$ cat config.mk
export PLATFORM = sky130hd
export DESIGN_NAME = record_insertion_sorter_core_flat
export DESIGN_NICKNAME = d
export VERILOG_FILES = /design/src/sv/ris_pkg.sv /design/src/sv/ris_rec_if.sv /design/src/sv/ris_sort_if.sv /design/src/sv/ris_ram.sv /design/src/sv/ris_ctrl.sv /design/src/sv/ris_dp.sv /design/src/sv/record_insertion_sorter_core.sv /design/src/flat_wrapper.sv
export VERILOG_INCLUDE_DIRS = /design/src /design/src/sv
export SDC_FILE = /design/constraint.sdc
export NUM_CORES = 2
export LEC_CHECK = 0
export BUFFER_PORTS_ARGS = -buffer_cell sky130_fd_sc_hd__buf_2
export CAP_MARGIN = 20
export CORE_MARGIN = 2
export CORE_UTILIZATION = 54
export CTS_CLUSTER_DIAMETER = 120
export DETAILED_ROUTE_END_ITERATION = 16
export PLACE_DENSITY_LB_ADDON = 0.25
export SLEW_MARGIN = 25
export SYNTH_ARGS = -nofsm -noshare
export SYNTH_HDL_FRONTEND = slang
export SYNTH_SLANG_ARGS = --single-unit
export TNS_END_PERCENT = 50
$ cat constraint.sdc
create_clock -name i_clk -period 10.15 [get_ports i_clk]
set_input_delay 0 -clock i_clk [delete_from_list [all_inputs] [get_ports i_clk]]
set_output_delay 0 -clock i_clk [all_outputs]
set_load 0.01 [all_outputs]
$ cat src/sv/record_insertion_sorter_core_assert.svh
// ---------------------------------------------------------------------------
// Assertion macros
// Shared concurrent assertion forms for the record sorter.
// ---------------------------------------------------------------------------
`ifndef RECORD_INSERTION_SORTER_CORE_ASSERT_SVH
`define RECORD_INSERTION_SORTER_CORE_ASSERT_SVH

// same-cycle implication, disabled during reset
`define RIS_ASSERT_NOW(lbl, ante, cons, msg) \
    lbl: assert property (@(posedge i_clk) disable iff (!i_rst_n) \
        (ante) |-> (cons)) else $error(msg);

// next-cycle implication, disabled during reset
`define RIS_ASSERT_NEXT(lbl, ante, cons, msg) \
    lbl: assert property (@(posedge i_clk) disable iff (!i_rst_n) \
        (ante) |=> (cons)) else $error(msg);

`endif

$ cat src/sv/ris_pkg.sv
// ---------------------------------------------------------------------------
// Record sorter package
// Widths, store entry type, controller states and command/status groups.
// ---------------------------------------------------------------------------
package ris_pkg;

    localparam int MAX_RECORDS = 16;
    localparam int KEY_W       = 27;
    localparam int NAME_W      = 32;
    localparam int SCORE_W     = 64;
    localparam int ADDR_W      = (MAX_RECORDS > 1) ? $clog2(MAX_RECORDS) : 1;
    localparam int CNT_W       = $clog2(MAX_RECORDS + 1);

    typedef struct packed {
        logic [KEY_W-1:0]   key;
        logic [NAME_W-1:0]  name;
        logic [SCORE_W-1:0] score;
    } t_entry;

    localparam int ENTRY_W = $bits(t_entry);

    typedef enum logic [2:0] {
        ST_IDLE,
        ST_PLACE,
        ST_INS_RD,
        ST_INS_CMP,
        ST_EMIT_RD,
        ST_EMIT_LD
    } t_state;

    typedef struct packed {
        logic in_ready;
        logic drop;
        logic rd_ins;
        logic wr_shift;
        logic wr_new;
        logic rd_emit;
        logic load_out;
    } t_cmd;

    typedef struct packed {
        logic in_valid;
        logic full;
        logic last;
        logic pos_zero;
        logic key_less;
        logic emit_final;
        logic out_free;
    } t_stat;

endpackage

$ cat src/sv/ris_rec_if.sv
// ---------------------------------------------------------------------------
// Record channel
// Valid/ready channel carrying one input record per item.
// ---------------------------------------------------------------------------
interface ris_rec_if;
    import ris_pkg::*;

    logic               valid;
    logic               ready;
    logic [KEY_W-1:0]   record_key;
    logic [NAME_W-1:0]  record_name;
    logic [SCORE_W-1:0] record_score;
    logic               record_last;

    modport source (
        output valid, record_key, record_name, record_score, record_last,
        input  ready
    );

    modport sink (
        input  valid, record_key, record_name, record_score, record_last,
        output ready
    );
endinterface

$ cat src/sv/ris_sort_if.sv
// ---------------------------------------------------------------------------
// Sorted channel
// Valid/ready channel carrying one sorted record per item.
// ---------------------------------------------------------------------------
interface ris_sort_if;
    import ris_pkg::*;

    logic               valid;
    logic               ready;
    logic [KEY_W-1:0]   sorted_key;
    logic [NAME_W-1:0]  sorted_name;
    logic [SCORE_W-1:0] sorted_score;
    logic               sorted_last;
    logic               overflowed;

    modport source (
        output valid, sorted_key, sorted_name, sorted_score, sorted_last, overflowed,
        input  ready
    );

    modport sink (
        input  valid, sorted_key, sorted_name, sorted_score, sorted_last, overflowed,
        output ready
    );
endinterface

$ cat src/sv/ris_ram.sv
// ---------------------------------------------------------------------------
// Generic RAM
// One write port, one read port, registered read data.
// ---------------------------------------------------------------------------
module ris_ram #(
    parameter int WIDTH = 8,
    parameter int DEPTH = 16
) (
    input  logic                                        i_clk,
    input  logic                                        i_we,
    input  logic [((DEPTH > 1) ? $clog2(DEPTH) : 1)-1:0] i_waddr,
    input  logic [WIDTH-1:0]                            i_wdata,
    input  logic                                        i_re,
    input  logic [((DEPTH > 1) ? $clog2(DEPTH) : 1)-1:0] i_raddr,
    output logic [WIDTH-1:0]                            o_rdata
);
    logic [WIDTH-1:0] r_mem [DEPTH];
    logic [WIDTH-1:0] r_rdata;

    always_ff @(posedge i_clk) begin
        if (i_we) begin
            r_mem[i_waddr] <= i_wdata;
        end
        if (i_re) begin
            r_rdata <= r_mem[i_raddr];
        end
    end

    assign o_rdata = r_rdata;
endmodule

$ cat src/sv/ris_ctrl.sv
// ---------------------------------------------------------------------------
// Record sorter controller
// Sequences acceptance, insertion walk and emission of the sorted set.
// ---------------------------------------------------------------------------
module ris_ctrl (
    input  logic           i_clk,
    input  logic           i_rst_n,
    input  ris_pkg::t_stat i_stat,
    output ris_pkg::t_cmd  o_cmd
);
    import ris_pkg::*;

    t_state r_state;
    t_state n_state;

    always_ff @(posedge i_clk) begin
        if (!i_rst_n) begin
            r_state <= ST_IDLE;
        end else begin
            r_state <= n_state;
        end
    end

    always_comb begin
        n_state = r_state;
        unique case (r_state)
            ST_IDLE: begin
                if (i_stat.in_valid) begin
                    n_state = ST_PLACE;
                end
            end
            ST_PLACE: begin
                if (i_stat.full) begin
                    n_state = i_stat.last ? ST_EMIT_RD : ST_IDLE;
                end else begin
                    n_state = ST_INS_RD;
                end
            end
            ST_INS_RD: begin
                if (i_stat.pos_zero) begin
                    n_state = i_stat.last ? ST_EMIT_RD : ST_IDLE;
                end else begin
                    n_state = ST_INS_CMP;
                end
            end
            ST_INS_CMP: begin
                if (i_stat.key_less) begin
                    n_state = ST_INS_RD;
                end else begin
                    n_state = i_stat.last ? ST_EMIT_RD : ST_IDLE;
                end
            end
            ST_EMIT_RD: begin
                n_state = ST_EMIT_LD;
            end
            ST_EMIT_LD: begin
                if (i_stat.out_free) begin
                    n_state = i_stat.emit_final ? ST_IDLE : ST_EMIT_RD;
                end
            end
            default: begin
                n_state = ST_IDLE;
            end
        endcase
    end

    always_comb begin
        o_cmd = '0;
        unique case (r_state)
            ST_IDLE: begin
                o_cmd.in_ready = i_rst_n;
            end
            ST_PLACE: begin
                o_cmd.drop = i_stat.full;
            end
            ST_INS_RD: begin
                o_cmd.wr_new = i_stat.pos_zero;
                o_cmd.rd_ins = !i_stat.pos_zero;
            end
            ST_INS_CMP: begin
                o_cmd.wr_shift = i_stat.key_less;
                o_cmd.wr_new   = !i_stat.key_less;
            end
            ST_EMIT_RD: begin
                o_cmd.rd_emit = 1'b1;
            end
            ST_EMIT_LD: begin
                o_cmd.load_out = i_stat.out_free;
            end
            default: begin
                o_cmd = '0;
            end
        endcase
    end
endmodule

$ cat src/sv/ris_dp.sv
// ---------------------------------------------------------------------------
// Record sorter datapath
// Record holding, store RAM, insertion position, fill count and output register.
// ---------------------------------------------------------------------------
module ris_dp (
    input  logic           i_clk,
    input  logic           i_rst_n,
    input  ris_pkg::t_cmd  i_cmd,
    output ris_pkg::t_stat o_stat,
    ris_rec_if.sink        i_rec,
    ris_sort_if.source     o_sort
);
    import ris_pkg::*;

    t_entry             r_rec;
    logic               r_last;
    logic [ADDR_W-1:0]  r_pos;
    logic [CNT_W-1:0]   r_fill;
    logic               r_ovf;
    logic [ADDR_W-1:0]  r_emit_idx;
    logic               r_out_valid;
    t_entry             r_out;
    logic               r_out_last;
    logic               r_out_ovf;

    logic               accept;
    logic               emit_final;
    logic               mem_we;
    logic [ADDR_W-1:0]  mem_waddr;
    t_entry             mem_wdata;
    logic               mem_re;
    logic [ADDR_W-1:0]  mem_raddr;
    t_entry             mem_rdata;

    assign accept     = i_rec.valid & i_cmd.in_ready;
    assign emit_final = (CNT_W'(r_emit_idx) + CNT_W'(1)) == r_fill;

    assign mem_we    = i_cmd.wr_shift | i_cmd.wr_new;
    assign mem_waddr = r_pos;
    assign mem_wdata = i_cmd.wr_shift ? mem_rdata : r_rec;
    assign mem_re    = i_cmd.rd_ins | i_cmd.rd_emit;
    assign mem_raddr = i_cmd.rd_emit ? r_emit_idx : (r_pos - ADDR_W'(1));

    ris_ram #(
        .WIDTH (ENTRY_W),
        .DEPTH (MAX_RECORDS)
    ) u_store (
        .i_clk   (i_clk),
        .i_we    (mem_we),
        .i_waddr (mem_waddr),
        .i_wdata (mem_wdata),
        .i_re    (mem_re),
        .i_raddr (mem_raddr),
        .o_rdata (mem_rdata)
    );

    always_ff @(posedge i_clk) begin
        if (accept) begin
            r_rec.key   <= i_rec.record_key;
            r_rec.name  <= i_rec.record_name;
            r_rec.score <= i_rec.record_score;
            r_last      <= i_rec.record_last;
        end
        if (i_cmd.load_out) begin
            r_out      <= mem_rdata;
            r_out_last <= emit_final;
            r_out_ovf  <= r_ovf;
        end
    end

    always_ff @(posedge i_clk) begin
        if (!i_rst_n) begin
            r_pos       <= '0;
            r_fill      <= '0;
            r_ovf       <= 1'b0;
            r_emit_idx  <= '0;
            r_out_valid <= 1'b0;
        end else begin
            if (accept) begin
                r_pos <= ADDR_W'(r_fill);
            end else if (i_cmd.wr_shift) begin
                r_pos <= r_pos - ADDR_W'(1);
            end
            if (i_cmd.drop) begin
                r_ovf <= 1'b1;
            end
            if (i_cmd.wr_new) begin
                r_fill <= r_fill + CNT_W'(1);
            end
            if (i_cmd.load_out) begin
                r_out_valid <= 1'b1;
                if (emit_final) begin
                    r_fill     <= '0;
                    r_ovf      <= 1'b0;
                    r_emit_idx <= '0;
                end else begin
                    r_emit_idx <= r_emit_idx + ADDR_W'(1);
                end
            end else if (o_sort.ready) begin
                r_out_valid <= 1'b0;
            end
        end
    end

    assign o_stat.in_valid   = i_rec.valid;
    assign o_stat.full       = r_fill == CNT_W'(MAX_RECORDS);
    assign o_stat.last       = r_last;
    assign o_stat.pos_zero   = r_pos == '0;
    assign o_stat.key_less   = r_rec.key < mem_rdata.key;
    assign o_stat.emit_final = emit_final;
    assign o_stat.out_free   = !r_out_valid | o_sort.ready;

    assign o_sort.valid        = r_out_valid;
    assign o_sort.sorted_key   = r_out.key;
    assign o_sort.sorted_name  = r_out.name;
    assign o_sort.sorted_score = r_out.score;
    assign o_sort.sorted_last  = r_out_last;
    assign o_sort.overflowed   = r_out_ovf;

`include "record_insertion_sorter_core_assert.svh"

    `RIS_ASSERT_NOW(a_fill_bound, 1'b1, r_fill <= CNT_W'(MAX_RECORDS), "fill count past capacity")
    `RIS_ASSERT_NOW(a_write_excl, mem_we, !(i_cmd.wr_shift && i_cmd.wr_new), "two store writes")
    `RIS_ASSERT_NOW(a_no_write_full, i_cmd.wr_new, !o_stat.full, "insert into full store")
    `RIS_ASSERT_NEXT(a_set_clear, i_cmd.load_out && emit_final, r_fill == '0 && !r_ovf,
        "set state not cleared after final item")
endmodule

$ cat src/sv/record_insertion_sorter_core.sv
// ---------------------------------------------------------------------------
// Record insertion sorter
// Sorts a set of records by ascending key and emits it on the last record.
// ---------------------------------------------------------------------------
// Input channel i_rec takes one record per item: key, name, score, last flag.
// Each record is placed into a store of MAX_RECORDS entries kept in key order;
// equal keys stay in arrival order. A record arriving at a full store is
// dropped and the set is marked as overflowed.
// An accepted record is fully placed before the next item is taken. At a full
// store it is dropped at once; else the insertion walk moves the entries with a
// greater key up one place each, one at a time over the single read port, and
// then writes the record into the freed slot.
// On a record flagged last the set is emitted on o_sort, one item per stored
// record; each item is read from the store, then loaded into the output register
// once that register is free; sorted_last marks the final
// item and overflowed is the same on every item of the set.
// The output register holds an item until it is taken; a stalled receiver
// halts emission, and a new record is taken while the final item still waits.
// Reset empties the set and clears the overflow mark; no input is taken
// during reset or emission.
// ---------------------------------------------------------------------------
module record_insertion_sorter_core (
    input  logic       i_clk,
    input  logic       i_rst_n,
    ris_rec_if.sink    i_rec,
    ris_sort_if.source o_sort
);
    import ris_pkg::*;

    t_cmd  cmd;
    t_stat stat;

    assign i_rec.ready = cmd.in_ready;

    ris_ctrl u_ctrl (
        .i_clk   (i_clk),
        .i_rst_n (i_rst_n),
        .i_stat  (stat),
        .o_cmd   (cmd)
    );

    ris_dp u_dp (
        .i_clk   (i_clk),
        .i_rst_n (i_rst_n),
        .i_cmd   (cmd),
        .o_stat  (stat),
        .i_rec   (i_rec),
        .o_sort  (o_sort)
    );
endmodule
$ cat src/flat_wrapper.sv
// flat-port wrapper written by rule: the top's interface ports become plain ports
module record_insertion_sorter_core_flat import ris_pkg::*;
  (i_clk, i_rst_n, i_rec_valid, i_rec_record_key, i_rec_record_name, i_rec_record_score, i_rec_record_last, i_rec_ready, o_sort_valid, o_sort_sorted_key, o_sort_sorted_name, o_sort_sorted_score, o_sort_sorted_last, o_sort_overflowed, o_sort_ready);
  ris_rec_if i_rec_i ();
  ris_sort_if o_sort_i ();
  input  logic i_clk;
  input  logic i_rst_n;
  input wire logic [$bits(i_rec_i.valid)-1:0] i_rec_valid;
  input wire logic [$bits(i_rec_i.record_key)-1:0] i_rec_record_key;
  input wire logic [$bits(i_rec_i.record_name)-1:0] i_rec_record_name;
  input wire logic [$bits(i_rec_i.record_score)-1:0] i_rec_record_score;
  input wire logic [$bits(i_rec_i.record_last)-1:0] i_rec_record_last;
  output wire logic [$bits(i_rec_i.ready)-1:0] i_rec_ready;
  output wire logic [$bits(o_sort_i.valid)-1:0] o_sort_valid;
  output wire logic [$bits(o_sort_i.sorted_key)-1:0] o_sort_sorted_key;
  output wire logic [$bits(o_sort_i.sorted_name)-1:0] o_sort_sorted_name;
  output wire logic [$bits(o_sort_i.sorted_score)-1:0] o_sort_sorted_score;
  output wire logic [$bits(o_sort_i.sorted_last)-1:0] o_sort_sorted_last;
  output wire logic [$bits(o_sort_i.overflowed)-1:0] o_sort_overflowed;
  input wire logic [$bits(o_sort_i.ready)-1:0] o_sort_ready;
  assign i_rec_i.valid = i_rec_valid;
  assign i_rec_i.record_key = i_rec_record_key;
  assign i_rec_i.record_name = i_rec_record_name;
  assign i_rec_i.record_score = i_rec_record_score;
  assign i_rec_i.record_last = i_rec_record_last;
  assign i_rec_ready = i_rec_i.ready;
  assign o_sort_valid = o_sort_i.valid;
  assign o_sort_sorted_key = o_sort_i.sorted_key;
  assign o_sort_sorted_name = o_sort_i.sorted_name;
  assign o_sort_sorted_score = o_sort_i.sorted_score;
  assign o_sort_sorted_last = o_sort_i.sorted_last;
  assign o_sort_overflowed = o_sort_i.overflowed;
  assign o_sort_i.ready = o_sort_ready;
  record_insertion_sorter_core u_core (.i_clk(i_clk), .i_rst_n(i_rst_n), .i_rec(i_rec_i), .o_sort(o_sort_i));
endmodule
-- Yosys cells after proc, flatten, opt, wreduce, memory -nomap -nowiden
Memory sizes are Yosys's and may differ from the RTL's. A register that Yosys moved wholly into a read port is not among the register bits.
Index checks and enable logic that the tools add are counted.
- $add $sub $neg: 4
- order comparisons: 1
- equal/unequal tests: 9
- muxes and demuxes: 30
- bitwise operators: 4
- reduce and logical (&&, ||, !) cells: 8
- operators with widths (cell ; number):
    $mux 123 ; 1
    $lt 27x27->1 ; 1
    $mux 3 ; 7
    $pmux 3 s6 ; 1
    $mux 4 ; 4
    $mux 5 ; 3
    $mux 1 ; 13
    $eq 3x2->1 const B ; 2
    $eq 3x3->1 const B ; 2
    $add 4x1->5 const B ; 1
    $add 5x1->5 const B ; 1
    $eq 5x5->1 ; 1
    $eq 5x5->1 const B ; 1
    $add 4x1->4 const B ; 1
    $logic_not 4->1 ; 1
    $ne 2x2->1 const B ; 2
    $reduce_bool 2->1 ; 2
    $sub 4x1->4 const B ; 1
    $eq 3x1->1 const B ; 1
    $logic_not 1->1 ; 3
    $logic_not 3->1 ; 1
    $or 1x1->1 ; 3
    $pmux 1 s2 ; 1
    $reduce_and 2->1 ; 1
    $and 1x1->1 ; 1
- bits in registers: 267
- bits in writable memories: 1968
- input port bits: 128
- output and inout bits: 127
- word-level logic and storage cells: 72
- memories: 1
- memory list (name ; depth ; bits a word ; read ports ; clocked after Yosys merged registers in ; write ports ; line ; text):
    u_core.u_dp.u_store.r_mem ; 16 ; 123 ; 1 ; 1 ; 1 ; ris_ram.sv:17 ; logic [WIDTH-1:0] r_mem [DEPTH];

-- Depth between registers and ports, before layout
- depth after elaboration: 6
- mapped depth: 10
- gate-level depth less buffers: 8

-- Least setup slack after synthesis
Ideal clock, no wire load.
- path kind: flip-flop to flip-flop
- start point: register u_core.u_dp.r_pos[0], in the netlist u_core.u_dp.mem_waddr[0]
- end point: memory u_core.u_dp.u_store.r_mem[3][0] (netlist bit), enable pin
- library setup time: 756 ps
- data arrival time: 9573 ps
- required time: 9394 ps
- slack: -179 ps
- stages on the path, launching flop included: 8
- buffers on the path: 1
- clock period less this slack: 10329 ps
- cells stage by stage: dfxtp_1 > inv_1 > ha_1 > a21o_1 > nor2b_1 > clkbuf_1 > nand2_1 > nor3_1
- longest elaborated chain between the ends: 5
- ends and longest elaborated chain (element ; line ; text):
    start, declared ; ris_dp.sv:17 ; logic [ADDR_W-1:0] r_pos;
    start signal, assigned ; ris_dp.sv:80 ; r_pos <= ADDR_W'(r_fill);
    start signal, assigned ; ris_dp.sv:82 ; r_pos <= r_pos - ADDR_W'(1);
    $logic_not 4->1 ; ris_dp.sv:108 ; assign o_stat.pos_zero = r_pos == '0;
    $pmux 1 s2 ; ris_ctrl.sv:69 ; unique case (r_state)
    $or 1x1->1 ; ris_dp.sv:38 ; assign mem_we = i_cmd.wr_shift | i_cmd.wr_new;
    $mux 1 ; ris_ram.sv:21 ; if (i_we) begin
    $mux 1 (not written as such) ; ris_ram.sv:22 ; r_mem[i_waddr] <= i_wdata;
    end, declared ; ris_ram.sv:17 ;
Several ways; a longest one is shown, not always the timed one.

-- Worst setup path after layout
- start point: register u_core.u_dp.r_pos[0], in the netlist u_core.u_dp.mem_waddr[0]
- end point: memory u_core.u_dp.u_store.r_mem[11][44] (netlist bit), enable pin
Same word-level chain as after synthesis.

==> results.yml <==
run_status:
  status: "complete, no violations"
clock_network:
  cts_made_buffers: 228
  cts_root_buffer: "clkbuf_16"
  clk_path_buf_depth: 3
  cts_setup_buffers: 0
  clkTransAtPathRegs_ps: 60
  cts-resized-gates: 0
  clkLatencyLatePin_ps: 880
  h-tree-depth: 4
  cts_hold_buf: 253
  cts_tree: "yes"
  clock_sinks: 2358
cells_and_area:
  utilization_pct: 62.62
  n_fill_cell: 11120
  instances_no_fill: 6787
  area_delta_synth_final_pct: 15.20
  layout.nets: 4565
  seq_area_sq_um: 70630
  drive_gt1_share_pct: 27.95
  multi_input_area_sq_um: 17830
synth:
  synthTopCellsByArea: "edfxtp_1, mux4_2, mux2i_1"
  syn_nets: 3927
  ys_seq_elements: 2358
  syn_inst: 3765
  syn_avg_cell_area_sq_um: 23.79
  ys_seq_area_share_pct: 78.84
  synth_cell_type_count: 55
  synth_ff_type: "edfxtp_1"
  synth_edf_count: 2340
  netlist_top_cells_count: "edfxtp_1, mux4_2, mux2i_1, mux2_2, buf_2"
  netlist_area_sq_um: 89580
  yosysMostFrequentCell: "edfxtp_1"
  yosysTopAreaCell: "edfxtp_1"
  yosys.area.top_type_share_pct: 78.44
  synthArstFlopShare_pct: 0
  yosysWarningCount: 0
die:
  die_h_microns: 411.3
  fp-row-count: 149
  ioPinCount: 255
  start_util_pct: 54.36
  die-area_sq_um: 169200
  die_w_microns: 411.3
  core_sq_um: 164800
power_and_ir_drop:
  power_mw: 20.62
  p_per_area_nw_per_um2: 199.8
  ir_drop_uv: 168.9
  p_leak_nw: 33.99
setup_path:
  slowest_stage: "nor2_4"
  crit_path_frequent_cell: "buf_4"
  worstPathArrival_ps: 5180
  crit_family: "simple AND/OR/NAND/NOR gates"
  crit_buf_inv: 3
  path_cells: "inv_1, ha_1, a21o_1, nor2b_1, nand2_1, nor2_4, buf_4, buf_4"
  reg2reg_from: "u_core.u_dp.mem_waddr[0]"
  cp_max_fo: 38
  crit_start: "u_core.u_dp.mem_waddr[0]"
  path_class: "reg2reg"
  cp-start-kind: "flip-flop"
  slowest_delay_ps: 870
  crit_path_end_kind: "flip-flop"
  cp.required_ps: 10610
route:
  post_drt_wl_per_cell_microns: 28.67
  drc: 0
  drt_iter0_markers: 4083
  dr.pass1.iters: 5
  wl_microns: 194600
  vias: 40450
  vias_per_cell: 5.960
  drtAntennaViolNets: 0
run:
  maxCapViolCount: 0
timing:
  relSlewSlack_pct: 22.68
  fin_skew_ps: 51.84
  worst_pin_slew_ps: 1160
  drv_slew: 0
  period_needed_ps: 4729
  hold_viol_final: 0
  tns_ps: 0
  rsz0062_at_grt: "false"
  setup_viol: 0
  timing.final.crit_share_pct: 46.59
  fmax_mhz: 211.5
grt:
  grt-ovfl-total: 0
  grt_pass1_vias: 41480
  antenna_found_initial: 3
  grt_pass1_wl_microns: 282200
  track_usage_pct: 23.13
  grt_max_degree: 153
place:
  dp.final_hpwl_microns: 93480
  placed_cells: 6109
  routabilityCongestion: 0.7583
  io_buffers: 254
min_path:
  hp-class: "in2reg"
  hold_start: "i_rst_n"
## per-layer routing
metal | global-route usage, % | share of wire [%] | vias to the layer above
met3 | 3.135 | 5.5 | 266
met5 | 0 | 0 | -
met4 | 6.543 | 2.3 | 0
met2 | 38.67 | 51 | 1354
li1 | - | - | 17190
met1 | 32.33 | 41 | 21650
## cell usage in the layout (no fill, tap or decap), types with 4 or more instances in the layout
cell type      count
a21oi_1           19
buf_12            15
buf_2            254
buf_4             58
bufinv_16         19
clkbuf_1          57
clkbuf_16        228
clkinv_1          54
clkinv_16          6
clkinv_2          37
clkinvlp_4        12
dfxtp_1           18
dlygate4sd3_1    253
edfxtp_1        2340
ha_1              34
inv_1             35
inv_6              7
mux2_2           123
mux2i_1          375
mux4_2           492
nand2_1           21
nand2b_1           7
nand3_1           14
nand3b_1           4
nand4_1            6
nor2_1            12
nor2_4            14
o21ai_0            9
xnor2_1            5
xor2_1             4
## logic make-up after synthesis
kind of cell | share of synthesized area (%)
xor gates and xnor gates | 0.08799
buffers and inverters | 1.451
and+or+nand+nor | 0.5852
AOI/OAI and AO/OA | 0.4540
adders and majority gates | 0.4749
DFF | 78.84
muxes | 18.11
## report_power, final
part | total (mW) | internal, mW | switching (mW)
sequential | 10.9 | 10.8 | 0.0356
clock | 8.23 | 4.63 | 3.60
combinational | 1.52 | 0.714 | 0.809
total | 20.6 | 16.2 | 4.45
## final cells by class
type / instances / share of cell area (%)
clock buffers: 285 / 5.736
repair buffers: 582 / 4.436
diodes: 1 / 0.002425
multi-input cells: 1197 / 17.28
inverters: 36 / 0.1358
well taps: 2189 / 2.654
flip-flops and latches: 2358 / 68.44
clock inverters: 139 / 1.324
## worst register-to-register path, cell delays in order, from the launching register on
cell and delay, ps:
dfxtp_1 390, inv_1 150, ha_1 220, a21o_1 220, nor2b_1 510, nand2_1 390, nor2_4 870, buf_4 790
buf_4 800
## worst paths after layout
path,cells past startpoint,endpoint,slack (ps)
setup / recovery,8,u_core.u_dp.u_store.r_mem[11][44],5420
hold / removal,4,u_core.u_dp.r_fill[1],270
setup reg to reg,8,u_core.u_dp.u_store.r_mem[11][44],5420
hold reg to reg,0,u_core.u_dp.o_sort.sorted_score[5],440
## metrics by stage
stage	cell area [sq um]	worst slack [ps]	hold WS, ps
2_1_floorplan	89590	-177.9	98.87
3_3_place_gp	93330	5484	176.1
3_5_place_dp	93380	5476	178.1
4_1_cts	103200	5420	199.1
5_1_grt	103200	5154	264.4
6_report	103200	5421	265.7
## sequential cells by signal, summed over array words and instances, names as in the netlist
register                         count
u_core.u_dp.mem_waddr                4
u_core.u_dp.r_ovf                    1
u_core.u_dp.r_last                   1
u_core.u_dp.o_sort.valid             1
u_core.u_dp.u_store.o_rdata        123
u_core.u_dp.o_sort.sorted_score     64
u_core.u_ctrl.r_state                3
u_core.u_dp.r_rec                  123
u_core.u_dp.r_emit_idx               4
u_core.u_dp.o_sort.sorted_key       27
u_core.u_dp.o_sort.overflowed        1
u_core.u_dp.o_sort.sorted_last       1
u_core.u_dp.o_sort.sorted_name      32
u_core.u_dp.u_store.r_mem         1968
u_core.u_dp.r_fill                   5
(Power assumes the default switching activity.)
